==> config.mk <==
export PLATFORM = sky130hd
export DESIGN_NAME = two_ended_bar_hit_position_unit
export DESIGN_NICKNAME = d
export VERILOG_FILES = /design/src/sv/tehp_pkg.sv /design/src/sv/two_ended_bar_hit_position_unit.sv /design/src/sv/tehp_pair.sv /design/src/sv/tehp_pos.sv
export SDC_FILE = /design/constraint.sdc
export NUM_CORES = 2
export LEC_CHECK = 0
export CAP_MARGIN = 20
export CORE_UTILIZATION = 35
export DETAILED_ROUTE_END_ITERATION = 10
export DONT_BUFFER_PORTS = 1
export PLACE_DENSITY = 0.58
export SLEW_MARGIN = 0
export SYNTH_ARGS = -nofsm -noshare
export SYNTH_HDL_FRONTEND = slang
export SYNTH_HIERARCHICAL = 1
export SYNTH_SLANG_ARGS = --single-unit
==> constraint.sdc <==
create_clock -name clock -period 14.3 [get_ports clock]
set_input_delay 2.145 -clock clock [delete_from_list [all_inputs] [get_ports clock]]
set_output_delay 2.145 -clock clock [all_outputs]
set_load 0.01 [all_outputs]
==> src/sv/tehp_pkg.sv <==
package tehp_pkg;

   // configuration port
   localparam int CSR_DATA_BITS  = 24;
   localparam int CSR_INDEX_BITS = 3;

   typedef enum logic [CSR_INDEX_BITS-1:0] {
      CSR_PEDESTAL_RIGHT  = 3'd0,
      CSR_PEDESTAL_LEFT   = 3'd1,
      CSR_TIME_OFFSET     = 3'd2,
      CSR_SPEED           = 3'd3,
      CSR_WRAP_PERIOD     = 3'd4,
      CSR_BAR_LENGTH      = 3'd5,
      CSR_POS_CAL_ENABLE  = 3'd6
   } csr_index_type;

   // register field widths
   localparam int PEDESTAL_BITS = 12;
   localparam int OFFSET_BITS   = 21;
   localparam int SPEED_BITS    = 10;
   localparam int WRAP_BITS     = 21;
   localparam int LENGTH_BITS   = 24;

   // position and calibration watchdog
   localparam int POS_BITS  = 32;
   localparam int FAIL_BITS = 4;
   localparam logic [FAIL_BITS-1:0] MAX_FAILS = 4'd10;
   localparam logic [POS_BITS-1:0]  POS_MAX   = 32'h7FFF_FFFF;
   localparam logic [POS_BITS-1:0]  POS_MIN   = 32'h8000_0000;

   typedef struct packed {
      logic clear;
      logic both_seen;
   } pair_flags_type;

   typedef struct packed {
      logic load;
      logic value;
   } cal_load_type;

   function automatic int max_of(int a, int b);
      return (a > b) ? a : b;
   endfunction

   // left time minus right time minus offset, signed
   function automatic int diff_width(int time_bits);
      return max_of(time_bits + 2, OFFSET_BITS) + 1;
   endfunction

endpackage

==> src/sv/two_ended_bar_hit_position_unit.sv <==
// path: an accepted request passes the input register, the pairing stage register and the result register
// throughput: one transaction per cycle, limited only by rsp_ready
// pipeline: input register, pairing/unwrap stage, position/multiply stage
// reset: synchronous, active high; clears pipeline valids, side flags, fail count,
// last position and calibration state; config registers return to defaults
module two_ended_bar_hit_position_unit
   import tehp_pkg::*;
#(
   parameter int TIME_BITS   = 20,
   parameter int CHARGE_BITS = 12
) (
   input  logic                        clock,
   input  logic                        reset,
   // request channel
   input  logic                        req_valid,
   output logic                        req_ready,
   input  logic                        req_kind,
   input  logic                        req_side,
   input  logic [TIME_BITS-1:0]        req_hit_time_ps,
   input  logic [CHARGE_BITS-1:0]      req_raw_charge,
   // response channel
   output logic                        rsp_valid,
   input  logic                        rsp_ready,
   output logic                        rsp_both_sides_seen,
   output logic [CHARGE_BITS-1:0]      rsp_corrected_charge,
   output logic signed [POS_BITS-1:0]  rsp_position_um,
   output logic                        rsp_position_updated,
   output logic                        rsp_out_of_range,
   output logic                        rsp_position_cal_active,
   // configuration writes
   input  logic                        csr_write_enable,
   input  logic [CSR_INDEX_BITS-1:0]   csr_index,
   input  logic [CSR_DATA_BITS-1:0]    csr_write_data
);

   localparam int DIFF_BITS = diff_width(TIME_BITS);

   // configuration registers
   logic [PEDESTAL_BITS-1:0]      pedestal_right_ff;
   logic [PEDESTAL_BITS-1:0]      pedestal_left_ff;
   logic signed [OFFSET_BITS-1:0] time_offset_ff;
   logic [SPEED_BITS-1:0]         speed_ff;
   logic [WRAP_BITS-1:0]          wrap_period_ff;
   logic [LENGTH_BITS-1:0]        bar_length_ff;
   cal_load_type                  cal_load;

   // input register
   logic                          in_valid_ff;
   logic                          in_valid_in;
   logic                          kind_ff;
   logic                          side_ff;
   logic [TIME_BITS-1:0]          hit_time_ff;
   logic [CHARGE_BITS-1:0]        raw_charge_ff;

   // pairing stage output
   logic                          pair_valid_ff;
   logic                          pair_valid_in;
   pair_flags_type                pair_flags;
   logic [CHARGE_BITS-1:0]        pair_charge;
   logic signed [DIFF_BITS-1:0]   pair_diff;

   // result register valid
   logic                          out_valid_ff;
   logic                          out_valid_in;

   logic                          load_out;
   logic                          load_pair;
   logic                          accept;

   // each stage moves when the next one is empty or moving
   assign load_out  = !out_valid_ff || rsp_ready;
   assign load_pair = !pair_valid_ff || load_out;
   assign req_ready = !in_valid_ff || load_pair;
   assign accept    = req_valid && req_ready;
   assign rsp_valid = out_valid_ff;

   always_comb begin
      in_valid_in   = accept ? 1'b1 : (load_pair ? 1'b0 : in_valid_ff);
      pair_valid_in = load_pair ? in_valid_ff : pair_valid_ff;
      out_valid_in  = load_out ? pair_valid_ff : out_valid_ff;
   end

   always_ff @(posedge clock) begin
      if (reset) begin
         in_valid_ff   <= 1'b0;
         pair_valid_ff <= 1'b0;
         out_valid_ff  <= 1'b0;
      end else begin
         in_valid_ff   <= in_valid_in;
         pair_valid_ff <= pair_valid_in;
         out_valid_ff  <= out_valid_in;
      end
   end

   // request payload capture
   always_ff @(posedge clock) begin
      if (accept) begin
         kind_ff       <= req_kind;
         side_ff       <= req_side;
         hit_time_ff   <= req_hit_time_ps;
         raw_charge_ff <= req_raw_charge;
      end
   end

   // config writes; the calibration enable write loads the active flag directly
   always_ff @(posedge clock) begin
      if (reset) begin
         pedestal_right_ff <= '0;
         pedestal_left_ff  <= '0;
         time_offset_ff    <= '0;
         speed_ff          <= 10'd140;
         wrap_period_ff    <= 21'd1048576;
         bar_length_ff     <= 24'd2700000;
      end else if (csr_write_enable) begin
         case (csr_index)
            CSR_PEDESTAL_RIGHT: pedestal_right_ff <= csr_write_data[PEDESTAL_BITS-1:0];
            CSR_PEDESTAL_LEFT:  pedestal_left_ff  <= csr_write_data[PEDESTAL_BITS-1:0];
            CSR_TIME_OFFSET:    time_offset_ff    <= signed'(csr_write_data[OFFSET_BITS-1:0]);
            CSR_SPEED:          speed_ff          <= csr_write_data[SPEED_BITS-1:0];
            CSR_WRAP_PERIOD:    wrap_period_ff    <= csr_write_data[WRAP_BITS-1:0];
            CSR_BAR_LENGTH:     bar_length_ff     <= csr_write_data[LENGTH_BITS-1:0];
            default: begin
            end
         endcase
      end
   end

   assign cal_load = '{
      load:  csr_write_enable && (csr_index == CSR_POS_CAL_ENABLE),
      value: csr_write_data[0]
   };

   // side pairing, charge correction, time unwrap, time difference
   tehp_pair #(
      .TIME_BITS   (TIME_BITS),
      .CHARGE_BITS (CHARGE_BITS)
   ) u_pair (
      .clock          (clock),
      .reset          (reset),
      .step           (in_valid_ff && load_pair),
      .kind           (kind_ff),
      .side           (side_ff),
      .hit_time       (hit_time_ff),
      .raw_charge     (raw_charge_ff),
      .pedestal_right (pedestal_right_ff),
      .pedestal_left  (pedestal_left_ff),
      .time_offset    (time_offset_ff),
      .wrap_period    (wrap_period_ff),
      .flags_ff       (pair_flags),
      .charge_ff      (pair_charge),
      .diff_ff        (pair_diff)
   );

   // position multiply, saturation, range check, calibration watchdog
   tehp_pos #(
      .TIME_BITS   (TIME_BITS),
      .CHARGE_BITS (CHARGE_BITS)
   ) u_pos (
      .clock                   (clock),
      .reset                   (reset),
      .step                    (pair_valid_ff && load_out),
      .flags                   (pair_flags),
      .charge                  (pair_charge),
      .diff                    (pair_diff),
      .speed                   (speed_ff),
      .bar_length              (bar_length_ff),
      .cal_load                (cal_load),
      .rsp_both_sides_seen     (rsp_both_sides_seen),
      .rsp_corrected_charge    (rsp_corrected_charge),
      .rsp_position_um         (rsp_position_um),
      .rsp_position_updated    (rsp_position_updated),
      .rsp_out_of_range        (rsp_out_of_range),
      .rsp_position_cal_active (rsp_position_cal_active)
   );

endmodule

==> src/sv/tehp_pair.sv <==
module tehp_pair
   import tehp_pkg::*;
#(
   parameter int TIME_BITS   = 20,
   parameter int CHARGE_BITS = 12
) (
   input  logic                                clock,
   input  logic                                reset,
   input  logic                                step,
   input  logic                                kind,
   input  logic                                side,
   input  logic [TIME_BITS-1:0]                hit_time,
   input  logic [CHARGE_BITS-1:0]              raw_charge,
   input  logic [PEDESTAL_BITS-1:0]            pedestal_right,
   input  logic [PEDESTAL_BITS-1:0]            pedestal_left,
   input  logic signed [OFFSET_BITS-1:0]       time_offset,
   input  logic [WRAP_BITS-1:0]                wrap_period,
   output pair_flags_type                      flags_ff,
   output logic [CHARGE_BITS-1:0]              charge_ff,
   output logic signed [diff_width(TIME_BITS)-1:0] diff_ff
);

   localparam int ST_BITS   = TIME_BITS + 1;
   localparam int CMP_BITS  = max_of(TIME_BITS + 2, WRAP_BITS);
   localparam int SUM_BITS  = max_of(ST_BITS, WRAP_BITS) + 1;
   localparam int DIFF_BITS = diff_width(TIME_BITS);
   localparam int Q_BITS    = max_of(CHARGE_BITS, PEDESTAL_BITS);

   logic [1:0]                 seen_ff;
   logic [1:0]                 seen_in;
   logic [ST_BITS-1:0]         time_store_ff [2];
   logic [PEDESTAL_BITS-1:0]   pedestal;
   logic [Q_BITS-1:0]          q_ext;
   logic [Q_BITS-1:0]          p_ext;
   logic [CHARGE_BITS-1:0]     charge;
   logic [ST_BITS-1:0]         tl;
   logic [ST_BITS-1:0]         tr;
   logic [ST_BITS-1:0]         gap;
   logic [ST_BITS:0]           twice;
   logic                       wrap_hit;
   logic [ST_BITS-1:0]         tl_fix;
   logic [ST_BITS-1:0]         tr_fix;
   logic signed [DIFF_BITS-1:0] diff;
   logic                       both;

   always_comb begin
      pedestal = side ? pedestal_left : pedestal_right;
      q_ext    = Q_BITS'(raw_charge);
      p_ext    = Q_BITS'(pedestal);
      if (q_ext > p_ext) begin
         charge = CHARGE_BITS'(q_ext - p_ext);
      end else begin
         charge = CHARGE_BITS'(1);
      end

      seen_in = seen_ff | (side ? 2'b10 : 2'b01);
      both    = (seen_in == 2'b11);

      // the new hit replaces its own side before pairing
      tl = side ? ST_BITS'(hit_time) : time_store_ff[1];
      tr = side ? time_store_ff[0] : ST_BITS'(hit_time);

      if (tl > tr) begin
         gap = tl - tr;
      end else begin
         gap = tr - tl;
      end
      twice    = {gap, 1'b0};
      wrap_hit = CMP_BITS'(twice) > CMP_BITS'(wrap_period);

      // unwrap by moving the earlier time up one period
      tl_fix = tl;
      tr_fix = tr;
      if (wrap_hit) begin
         if (tl < tr) begin
            tl_fix = ST_BITS'(SUM_BITS'(tl) + SUM_BITS'(wrap_period));
         end else begin
            tr_fix = ST_BITS'(SUM_BITS'(tr) + SUM_BITS'(wrap_period));
         end
      end

      diff = DIFF_BITS'(tl_fix) - DIFF_BITS'(tr_fix) - DIFF_BITS'(time_offset);
   end

   always_ff @(posedge clock) begin
      if (reset) begin
         seen_ff <= 2'b00;
      end else if (step) begin
         seen_ff <= kind ? 2'b00 : seen_in;
      end
   end

   always_ff @(posedge clock) begin
      if (step && !kind) begin
         if (both) begin
            time_store_ff[1] <= tl_fix;
            time_store_ff[0] <= tr_fix;
         end else begin
            time_store_ff[side] <= ST_BITS'(hit_time);
         end
      end
   end

   always_ff @(posedge clock) begin
      if (step) begin
         flags_ff.clear     <= kind;
         flags_ff.both_seen <= !kind && both;
         charge_ff          <= kind ? '0 : charge;
         diff_ff            <= diff;
      end
   end

endmodule

==> src/sv/tehp_pos.sv <==
module tehp_pos
   import tehp_pkg::*;
#(
   parameter int TIME_BITS   = 20,
   parameter int CHARGE_BITS = 12
) (
   input  logic                                clock,
   input  logic                                reset,
   input  logic                                step,
   input  pair_flags_type                      flags,
   input  logic [CHARGE_BITS-1:0]              charge,
   input  logic signed [diff_width(TIME_BITS)-1:0] diff,
   input  logic [SPEED_BITS-1:0]               speed,
   input  logic [LENGTH_BITS-1:0]              bar_length,
   input  cal_load_type                        cal_load,
   output logic                                rsp_both_sides_seen,
   output logic [CHARGE_BITS-1:0]              rsp_corrected_charge,
   output logic signed [POS_BITS-1:0]          rsp_position_um,
   output logic                                rsp_position_updated,
   output logic                                rsp_out_of_range,
   output logic                                rsp_position_cal_active
);

   localparam int DIFF_BITS = diff_width(TIME_BITS);
   localparam int PROD_BITS = DIFF_BITS + SPEED_BITS + 1;

   logic [POS_BITS-1:0]          last_ff;
   logic [POS_BITS-1:0]          last_in;
   logic [FAIL_BITS-1:0]         fail_ff;
   logic [FAIL_BITS-1:0]         fail_in;
   logic                         cal_ff;
   logic                         cal_in;
   logic signed [PROD_BITS-1:0]  prod;
   logic                         fits;
   logic [POS_BITS-1:0]          sat;
   logic [POS_BITS:0]            mag;
   logic                         oor_now;
   logic                         compute;
   logic                         updated;
   logic                         oor;

   always_comb begin
      prod = PROD_BITS'(diff) * PROD_BITS'(signed'({1'b0, speed}));
      fits = (prod[PROD_BITS-1:POS_BITS-1] == {(PROD_BITS-POS_BITS+1){prod[PROD_BITS-1]}});
      if (fits) begin
         sat = prod[POS_BITS-1:0];
      end else begin
         sat = prod[PROD_BITS-1] ? POS_MIN : POS_MAX;
      end
      if (sat[POS_BITS-1]) begin
         mag = (POS_BITS+1)'(0) - {sat[POS_BITS-1], sat};
      end else begin
         mag = {1'b0, sat};
      end
      oor_now = mag > (POS_BITS+1)'(bar_length);
      compute = flags.both_seen && cal_ff;

      last_in = last_ff;
      fail_in = fail_ff;
      cal_in  = cal_ff;
      updated = 1'b0;
      oor     = 1'b0;
      if (flags.clear) begin
         last_in = '0;
      end else if (compute) begin
         last_in = sat;
         updated = 1'b1;
         if (oor_now) begin
            oor = 1'b1;
            if (fail_ff == MAX_FAILS) begin
               fail_in = '0;
               cal_in  = 1'b0;
            end else begin
               fail_in = fail_ff + FAIL_BITS'(1);
            end
         end else begin
            fail_in = '0;
         end
      end
   end

   always_ff @(posedge clock) begin
      if (reset) begin
         last_ff <= '0;
         fail_ff <= '0;
         cal_ff  <= 1'b0;
      end else if (cal_load.load) begin
         cal_ff <= cal_load.value;
      end else if (step) begin
         last_ff <= last_in;
         fail_ff <= fail_in;
         cal_ff  <= cal_in;
      end
   end

   always_ff @(posedge clock) begin
      if (step) begin
         rsp_both_sides_seen     <= flags.both_seen;
         rsp_corrected_charge    <= charge;
         rsp_position_um         <= last_in;
         rsp_position_updated    <= updated;
         rsp_out_of_range        <= oor;
         rsp_position_cal_active <= cal_in;
      end
   end

`ifndef SYNTH
   a_fail_bound: assert property (@(posedge clock) disable iff (reset)
      fail_ff <= MAX_FAILS)
      else $error("fail count above limit");

   a_cal_off_cause: assert property (@(posedge clock) disable iff (reset)
      $fell(cal_ff) |-> $past(cal_load.load || (step && compute && oor_now)))
      else $error("calibration switched off without cause");

   a_hold_position: assert property (@(posedge clock) disable iff (reset)
      step && !cal_load.load && !flags.clear && !compute
      |=> rsp_position_um == $past(last_ff))
      else $error("position not held when no position computed");
`endif

endmodule

* After elaboration in Yosys (flattened, before gate mapping) *
Memory sizes are Yosys's and may differ from the RTL's.
Index checks and enable logic that the tools add are counted.
Widths: inputs -> output; s select.

word-level totals
  RAM bits = 42
  word-level logic and storage cells = 123
  bits of input ports = 66
  register bits after elaboration = 261
  memories kept = 1
  output and inout bits = 50

cells by class
  equal/unequal tests = 9
  reductions and logical operators = 28
  add/sub/neg operators = 9
  $mul = 1
  magnitude comparators = 5
  muxes and demuxes = 37
  bitwise gates (word level) = 5

memories
  memory                words  bits a word  rd ports  clocked after memory_dff  write ports  RTL line         text
  u_pair.time_store_ff  2      21           2         0                         2            tehp_pair.sv:31  logic [ST_BITS-1:0] time_store_ff [2];

operator list
  cell                   number
  $mux 21                8
  $mux 32                4
  $add 21x21->21         2
  $sub 21x21->21         2
  $mul 23x11->34         1
  $gt 33x24->1           1
  $mux 33                1
  $sub 1x32->33 const A  1
  $sub 23x23->23         1
  $gt 22x21->1           1
  $sub 21x21->22         1
  $gt 21x21->1           1
  $lt 21x21->1           1
  $reduce_or 21->1       1
  $mux 1                 19
  $reduce_and 2->1       7
  $gt 12x12->1           1
  $mux 12                1
  $sub 12x12->12         1
  $eq 3x3->1 const B     3
  $mux 4                 2
  $logic_and 1x1->1      7
  $eq 3x2->1 const B     2
  $add 4x1->4 const B    1
  other kinds (13)       24

* Longest topological paths before layout *
  word-level depth = 11
  gate-level depth with buffers = 61
  mapped depth without buffers = 55

* Modules after synthesis *
The synthesis kept the hierarchy.

modules (own cells, without submodules)
  module                           times used  sequential area each (µm²)  area each (µm²)  cells each
  tehp_pos                         1           2182.1                      13880.8          1652
  tehp_pair                        1           2392.3                      10943.0          1329
  two_ended_bar_hit_position_unit  1           3083.0                      5288.8           424

* Least setup slack after synthesis *
Ideal clock, no wire load.

  path type = register to register
  start point = register side_ff
  end point = register u_pair.diff_ff[22], data pin
  slack = 2522 ps
  arrival = 11590 ps
  stages on the path, launching flop included = 62
  library setup time = 188 ps
  data required time = 14112 ps
  period minus slack after synthesis = 11778 ps
  path buffers = 11
  cell sequence = edfxtp_1 -> buf_6 -> clkbuf_1 -> clkbuf_1 -> buf_1 -> buf_1 -> mux2i_1 -> inv_1 -> ha_1 -> buf_2 -> nand2_1 -> o21ai_0 -> a21oi_1 -> o21a_1 -> a21boi_1 -> clkbuf_8 -> nor2_1 -> nor2_1 -> [... 26 more ...] -> ha_1 -> a21o_1 -> a21oi_1 -> o21ai_0 -> a21oi_1 -> o21ai_0 -> a21oi_1 -> o21ai_0 -> a21oi_1 -> o21ai_0 -> a21oi_1 -> o21ai_0 -> a21oi_1 -> o21bai_1 -> a2111oi_0 -> o31ai_1 -> o21a_1 -> o41ai_1

on the way
  cells in the longest elaborated chain, start to end = 7

ends and longest elaborated chain
  element                                       RTL line                               text
  start: declaration                            two_ended_bar_hit_position_unit.sv:51  logic side_ff;
  start signal: assignment                      two_ended_bar_hit_position_unit.sv:99  side_ff <= req_side;
  $mux 21 (on tied branches)                    tehp_pair.sv:61, tehp_pair.sv:60
  $sub 21x21->21, or another cell as far along  tehp_pair.sv:66                        gap = tr - tl;
  $mux 21                                       tehp_pair.sv:63                        if (tl > tr) begin
  $gt 22x21->1                                  tehp_pair.sv:69                        wrap_hit = CMP_BITS'(twice) > CMP_BITS'(wrap_period);
  $mux 21                                       tehp_pair.sv:74                        if (wrap_hit) begin
  $sub 21x21->22 (*)                            tehp_pair.sv:82                        diff = DIFF_BITS'(tl_fix) - DIFF_BITS'(tr_fix) - DIFF_BITS'(time_offset);
  $sub 23x23->23 (*)                            tehp_pair.sv:82
  named net u_pair.diff[22]                     tehp_pair.sv:43                        logic signed [DIFF_BITS-1:0] diff;
  end signal: assignment                        tehp_pair.sv:109                       diff_ff <= diff;
  end: declaration                              tehp_pair.sv:20                        output logic signed [diff_width(TIME_BITS)-1:0] diff_ff

The timed path passes the listed nets; every way through them passes the cells marked *.
A chain may end at the register's enable or synchronous reset.

* Worst setup path after layout *
  start point = register side_ff
  end point = register u_pair.diff_ff[21], data pin

Same word-level chain as after synthesis.

==> run_results.csv <==
group,metric,value,unit
finish,syn_to_final_growth,7.37,%
finish,drive_above_1_share,5.27,%
sta,fin_crit_sh,88.1,%
global_route,grt_max_degree,178,
yosys,synth_compound_area_share,14.9,%
placed_design,dp_hpwl,65200,um
setup_path,critPathLaunchType,"flip-flop",
yosys,synth_edf_count,159,
yosys,syn-num-nets,3927,
drt,drtIter0Drc,1453,
job,drv_cap,0,
sta,finalSetupViolCount,0,
global_route,grt_pass1_wl,131000,um
drt,route.detailed.vias_per_inst,5.17,
yosys,synth_xor_area_share,4.44,%
yosys,ys_types,115,
sta,hold_viol,0,
finish,nets,3834,
yosys,yosysMostFrequentCell,"inv_1",
die,std_cell_rows,107,
setup_path,cp_data_required_time,14.63,ns
cts,cts.clk_slew.worst_paths,0.07,ns
cts,clkLatencyLatePin,0.58,ns
die,core-area,85100,um^2
setup_path,critical_path_class,"flip-flop to flip-flop",
drt,drtPass1Iterations,5,
yosys,synth_top_area_share,15.9,%
cts,cts_resized,0,
drt,ant_nets,0,
yosys,synth_area,30100,um^2
sta,slew_headroom,20.4,%
cts,root_buffer,"clkbuf_16",
min_path,hold_path_class,"flip-flop to flip-flop",
sta,rsz0062_at_grt,"false",
cts,cts_sinks,303,
cts,cts-buffers-inserted,37,
global_route,grt_usage,19.3,%
cts,clock_path_buffers,3,
yosys,syn_area_per_cell,8.84,um^2
setup_path,slowest_stage,"edfxtp_1",
yosys,synth_fa_ha_area_share,24.2,%
yosys,synth_ff_type,"edfxtp_1",
setup_path,worstPathArrival,12.92,ns
finish,fill_cells,8735,
yosys,seq_area_frac_synth,25.4,%
drt,vias,23200,
global_route,grt_pass1_vias,23300,
cts,cts_setup_buffers,0,
yosys,synth_area_leaders,"edfxtp_1 16%, fa_1 14%, ha_1 10%, dfxtp_1 9.6%, inv_1 5.4%",
sta,setup-tns-final,0,ns
yosys,yosysTopAreaCell,"edfxtp_1",
yosys,synth_mux_area_share,6.05,%
global_route,antenna_found_initial,8,
yosys,synthArstFlopShare,0,%
die,die_y,295,um
die,dieArea,87200,um^2
sta,fin_skew,0.0446,ns
yosys,synthCells,3405,
status,status,"finished, final reports clean",
drt,wire_per_inst,18.7,um
setup_path,cpPeakStageDelay,0.78,ns
global_route,grt-ovfl-total,0,
yosys,synth_top_family_by_area,"adder cells",
die,die_w,295,um
drt,totalWireLength,84100,um
sta,fin_crit,12.59,ns
cts,holdBufCountCts,0,
setup_path,cp_max_fo,22,
sta,fmax,0.0794,GHz
drt,route.detailed.drc,0,
yosys,yosys.area_share.simple,16.9,%
yosys,synth_seq_cells,303,
setup_path,end_kind,"flip-flop",
placed_design,gp_congestion,0.935,
cts,cts.htree.levels,2,
sta,finalMaxSlewViolations,0,
yosys,synthTopCellsByCount,"436 x inv_1, 346 x nand2_1, 249 x ha_1, 242 x a21oi_1, 213 x nor2_1",
cts,cts_tree,"yes",
yosys,yosys_warnings,6,
sta,worst_pin_slew,1.19,ns
placed_design,port-buffer-count,0,
die,pin_count,116,
die,start_util,35.4,%
worst paths after layout:
kind / cells past startpoint / end / slack (ns) / from
max: 48 / u_pair/diff_ff[21]$_DFFE_PP_ / 1.71 / side_ff$_DFFE_PP_
min: 0 / u_pos/rsp_corrected_charge[8]$_DFFE_PP_ / 0.42 / u_pair/charge_ff[8]$_SDFFCE_PP0P_
max reg2reg: 48 / u_pair/diff_ff[21]$_DFFE_PP_ / 1.71 / side_ff$_DFFE_PP_
min reg2reg: 0 / u_pos/rsp_corrected_charge[8]$_DFFE_PP_ / 0.42 / u_pair/charge_ff[8]$_SDFFCE_PP0P_
worst max-delay path: cells and delay by family, from the launching register on:
kind	cells	cell delay (ns)
multiplexers	3	1.08
flip-flops	1	0.78
XOR/XNOR	4	0.59
AND/OR/NAND/NOR	7	2.14
AO/OA/AOI/OAI	26	5.62
buffers and inverters	3	0.70
adder cells (fa/ha/maj)	5	1.44
area by class of cell:
type                    instances  area [um^2]  share of cell area, %
multi-input cells            2507        20100                   62.1
clock buffers                  51         1100                   3.41
inverters                     436         1640                   5.06
repair buffers                 27          226                  0.700
clock inverters                17          188                  0.580
flip-flops and latches        303         7660                   23.7
diodes                          4         10.0                 0.0310
well taps                    1144         1430                   4.43
metal layers:
| metal | GRT usage [%] | vias up | wire, um |
|---|---|---|---|
| met5 | 0 | - | 61 |
| met4 | 7.20 | 10 | 2800 |
| met3 | 4.11 | 135 | 5460 |
| met2 | 32.4 | 538 | 39400 |
| met1 | 24.2 | 11200 | 36300 |
| li1 | - | 11300 | - |
sequential cells by signal, indices dropped and copies added (netlist names), 2 cells and up:
signal and count:
u_pair/time_store_ff 42, u_pos/last_ff 32, u_pos/rsp_position_um 32, bar_length_ff 24, u_pair/diff_ff 23, time_offset_ff 21, wrap_period_ff 21, hit_time_ff 20
pedestal_left_ff 12, pedestal_right_ff 12, raw_charge_ff 12, u_pair/charge_ff 12, u_pos/rsp_corrected_charge 12, speed_ff 10, u_pos/fail_ff 4, u_pair/flags_ff 2
u_pair/seen_ff 2
cells by family (layout without fill, tap and decap cells):
group,Yosys count,in the layout
and+or+nand+nor,1022,1022
other,0,4
muxes,178,178
xor gates and xnor gates,151,151
buffers and inverters,595,531
adders and majority gates,460,460
DFF,303,303
AOI/OAI and AO/OA,696,696
cell usage in the layout, fill, tap and decap left out, types with 13 or more instances in the layout:
cell type  count
a31oi_1       20
xor2_1        38
a21boi_0      13
o21a_1        18
o21bai_1      38
ha_1         249
inv_1        436
nor2b_1       15
a21oi_1      242
mux2_2        14
and3_1        16
clkbuf_16     41
o21ai_0      128
nor3_1        47
nand3_1       39
xnor2_1      110
nand2b_1     128
nor2_1       210
mux2i_1      161
buf_4         25
nand2_1      346
nand4_1       20
a211oi_1      33
a22o_1        17
edfxtp_1     159
and2_1       119
dfxtp_1      144
a21o_1        63
fa_1         207
per-stage QoR:
| step | cell area (um^2) | worst slack, ns | cells | util, % | hold WS (ns) |
|---|---|---|---|---|---|
| CTS | 32300 | 1.79 | 4484 | 37.9 | 0.423 |
| detailed placement | 31000 | 1.81 | 4416 | 36.4 | 0.406 |
| global route | 32300 | 0.602 | 4485 | 38.0 | 0.428 |
| finish | 32300 | 1.71 | 4489 | 38.0 | 0.420 |
| global placement | 31000 | 1.98 | 4415 | 36.4 | 0.403 |
| floorplan | 30100 | 2.52 | 3405 | - | 0.400 |
Power is left out: the tool's default activity adds up to more than one toggle a clock period on the data nets, which glitch-free logic cannot reach.
